[src/rtl/bvs_ram.sv]
// ----------------------------------------------------------------------------
// Generic RAM
// One write port and two read ports, read data registered.
// ----------------------------------------------------------------------------
module bvs_ram #(
  parameter int WIDTH = 32,
  parameter int DEPTH = 128,
  localparam int AW = (DEPTH > 1) ? $clog2(DEPTH) : 1
) (
  input  logic             clk,
  input  logic             we,
  input  logic [AW-1:0]    waddr,
  input  logic [WIDTH-1:0] wdata,
  input  logic [AW-1:0]    raddr_a,
  output logic [WIDTH-1:0] rdata_a,
  input  logic [AW-1:0]    raddr_b,
  output logic [WIDTH-1:0] rdata_b
);

  logic [WIDTH-1:0] mem [DEPTH];

  always_ff @(posedge clk) begin
    if (we) begin
      mem[waddr] <= wdata;
    end
    rdata_a <= mem[raddr_a];
    rdata_b <= mem[raddr_b];
  end

endmodule

[config.mk]
export PLATFORM = sky130hd
export DESIGN_NAME = bvs_ram
export DESIGN_NICKNAME = d
export VERILOG_FILES = /design/src/rtl/bvs_ram.sv
export SDC_FILE = /design/constraint.sdc
export NUM_CORES = 2
export LEC_CHECK = 0
export BUFFER_PORTS_ARGS = -buffer_cell sky130_fd_sc_hd__buf_4
export CAP_MARGIN = 20
export CORE_MARGIN = 1
export CORE_UTILIZATION = 54
export DETAILED_ROUTE_END_ITERATION = 10
export PLACE_DENSITY = 0.77
export REMOVE_ABC_BUFFERS = 1
export SYNTH_ARGS = -nofsm -noshare
export SYNTH_HDL_FRONTEND = slang
export SYNTH_SLANG_ARGS = --single-unit
[constraint.sdc]
create_clock -name clk -period 5.7 [get_ports clk]
set_input_delay 1.425 -clock clk [delete_from_list [all_inputs] [get_ports clk]]
set_output_delay 1.425 -clock clk [all_outputs]
set_load 0.01 [all_outputs]
Word level (Yosys, flattened, before mapping). Memories as Yosys holds them, arrays and structs flattened. A register that Yosys moved wholly into a read port is not among the register bits. Cells that the tools add are included.

Muxes and demuxes: 2.

Operators by type and width (number): $mux 1 (2).

Memories kept: 1. Output and inout port bits: 64. Logic and storage cells: 3. Input port bits: 55. Bits in writable memories: 4096. Register bits: 0.

Memory list: mem (words 128, bits a word 32, rd ports 2, clocked after Yosys merged registers in 2, wr ports 1, RTL line 20) `logic [WIDTH-1:0] mem [DEPTH];`.

Longest topological paths before layout.
Word-level depth: 2. Gate-level depth with buffers: 8. Mapped depth without buffers: 4.

Worst setup path before layout. OpenSTA, ideal clock, no wires.

Path kind: input port to flip-flop. Start point: input port we. End point: memory mem[98][0], enable pin. Setup slack: 1036 ps. Data arrival time: 4203 ps. Required time: 5239 ps. Buffers on the path: 1. Stages: 3. Library setup time: 461 ps. Cells stage by stage: clkbuf_1 -> nand4_1 -> nor3_1.

Cells in the longest elaborated chain, start to end: 2.

Ends and longest elaborated chain: from (decl) (RTL line 11) `input logic we,`; $mux 1 (RTL line 23) `if (we) begin`; $mux 1 (implied by the code) (RTL line 24) `mem[waddr] <= wdata;`; to (decl) (RTL line 20).

Every way passes these cells.

==> metrics <==
outcome=finished, final reports clean; post-DP HPWL=334 mm; final setup violation count=0; routed vias=101465; Final Skew=0.0417 ns; maximum vdd drop=276 µV; Slew headroom=17.1%; First-pass DRT Iterations=6; Fill cells=22463; antenna violations before repair=43; Critical Path Fanout Max=46; first-pass GRT wire length=824 mm; CP most frequent cell=mux4_2; input/output buffers=118; Die W=593 µm; Setup TNS=0 ns; sequential share of power=51.3%; Worst Max-Slew Pin Slew=1.24 ns; Worst EP required=6.58 ns; gr ovfl total=0; Via density=7.78; # DRC=0; share of cells above drive strength 1=48.4%; CORE AREA=347000 µm²; Max-Cap Viols=0; final period utilization=68.4%; # nets final=8155; Synth cell types=17; io pins=119; design area=213000 µm²; power per cell area=312 nW/µm²; Pleak=64.9 nW; placed cell area=199000 µm²; Area Overhead vs Synth=12.7%; Post-Synthesis Cell Area=189000 µm²; DIE AREA=352000 µm²; hold_buf cts=0; TritonCTS buffer count=409; CTS resizes=0; TritonCTS Sinks=4160; slowest CP cell=mux4_2; fmax=256 MHz; root buf cell=clkbuf_16; Min Hold Slack=0.685 ns; Fin. Hold Viols=0; post-CTS setup buffers=0; crit-path cells=buf_8 > buf_12 > buf_4 > mux4_2 > mux4_2 > mux4_2 > mux2_2; Top delay family on crit path=multiplexers; drt total wl=596 mm; RSZ-0062 raised after global routing=no; drt wl/cell=45.6 µm; crit end category=register; Worst-path clk slew=0.06 ns; largest net degree at the start of global routing=129; H-tree depth=5; sw frac=22.8%; Yosys warnings=0; Syn Inst Count=7701; Combinational Power Share=8.4%; GRT Total Usage=34.3%; Initial Utilization=54.4%; worst min path class=input port to register; switching pwr=0.0151 W; vias in the first global route=103652; crit path kind=input port to register; WP buf/inv=3; arrival time worst endpoint=4.78 ns; clk_lat worst skew=1.00 ns; CTS tree=yes; Final Critical Period=3.90 ns; number of synthesized register bits=4160; clock power share=40.3%; ANT nets after route=0; Pwr Total=0.0664 W; fin. max-slew vios=0; Critical Path Source Type=input port; Clock Path Buffers=4; Seq/Total Area, Yosys=65.8%; placer congestion estimate=0.866; worst stage delay on the critical path=0.62 ns; initial DRC count=17474; Avg Synthesized Cell Area=24.5 µm²; Die Span Y=593 µm; Power Internal=0.0513 W; Rows=216
-- through the flow --
step | worst slack [ns] | util, % | cells
after detailed placement | 0.904 | 57.4 | 12257
final | 1.80 | 61.3 | 13048
after CTS | 1.91 | 61.2 | 13010
after global routing | 1.84 | 61.3 | 13030
after floorplan | 1.07 | - | 7082
after global placement | 0.922 | 57.4 | 12257
-- layer usage --
metal | track usage, % | wire, µm | up-vias
met5 | 0.582 | 514 | -
met4 | 22.4 | 46800 | 40
met3 | 11.6 | 91900 | 1957
met2 | 50.6 | 270000 | 9368
met1 | 43.9 | 186000 | 53952
li1 | - | - | 36148
-- cell usage after synthesis (all sizes together) --
master  instances  area, µm²
edfxtp       4096     123000
mux4         2688      60500
clkbuf        365       1370
buf           254       1160
nor2          122        458
dfxtp          64       1280
mux2           64        721
nand2          14       52.6
nand3          12       60.1
nor3            9       45.0
nor2b           7       43.8
nand4           3       18.8
nand2b          2       12.5
or3             1       6.26
-- worst reg2reg max path: stages, from the launching register on --
cell	delay (ns)
edfxtp_1	0.40
mux4_2	0.51
mux4_2	0.53
mux4_2	0.70
mux2_2	0.39
-- registers in the layout (all words and copies together), names as in the netlist --
| signal | flops |
|---|---|
| mem | 4096 |
| rdata_a | 32 |
| rdata_b | 32 |
-- power by group through the flow --
stage               Clock (W)  Sequential [W]  Combinational (W)
floorplan                   0          0.0345            0.00243
detailed placement          0          0.0347            0.00541
CTS                    0.0268          0.0340            0.00545
finish                 0.0268          0.0341            0.00556
global route           0.0279          0.0340            0.00568
global placement            0          0.0347            0.00530
-- kinds of logic after synthesis --
kind of cell	Yosys count	synth area share (%)
simple gates	170	0.369
buf+inv	619	1.34
mux	2752	32.5
flops	4160	65.8
-- final timing paths --
path,cells after the start,endpoint,startpoint,slack [ns]
max,7,rdata_b[8],raddr_b[2],1.80
min,1,mem[110][25],wdata[25],0.68
max reg2reg,4,rdata_a[31],mem[127][31],3.05
min reg2reg,4,rdata_a[13],mem[94][13],1.17
-- final cells by class --
cell class / instances / area [µm²] / share of cell area, %
Antenna cell: 28 / 70.1 / 0.0329
Clock buffer: 534 / 11200 / 5.26
Clock inverter: 219 / 1850 / 0.868
Multi-Input combinational cell: 2922 / 62900 / 29.6
Sequential cell: 4160 / 124000 / 58.4
Tap cell: 4578 / 5730 / 2.69
Timing Repair Buffer: 607 / 6690 / 3.15
-- layout by cell type, fill, tap and decap left out, types with 27 or more instances in the layout --
cell	netlist	final
dfxtp_1	64	64
mux2_2	64	64
clkinvlp_4	0	27
mux4_2	2688	2688
buf_4	17	440
nor2_4	0	119
buf_12	0	147
edfxtp_1	4096	4096
clkbuf_16	0	419
diode_2	0	28
clkinv_2	0	76
clkbuf_1	365	89
clkinv_1	0	69
Note: power is estimated with default switching activity, not from simulation.
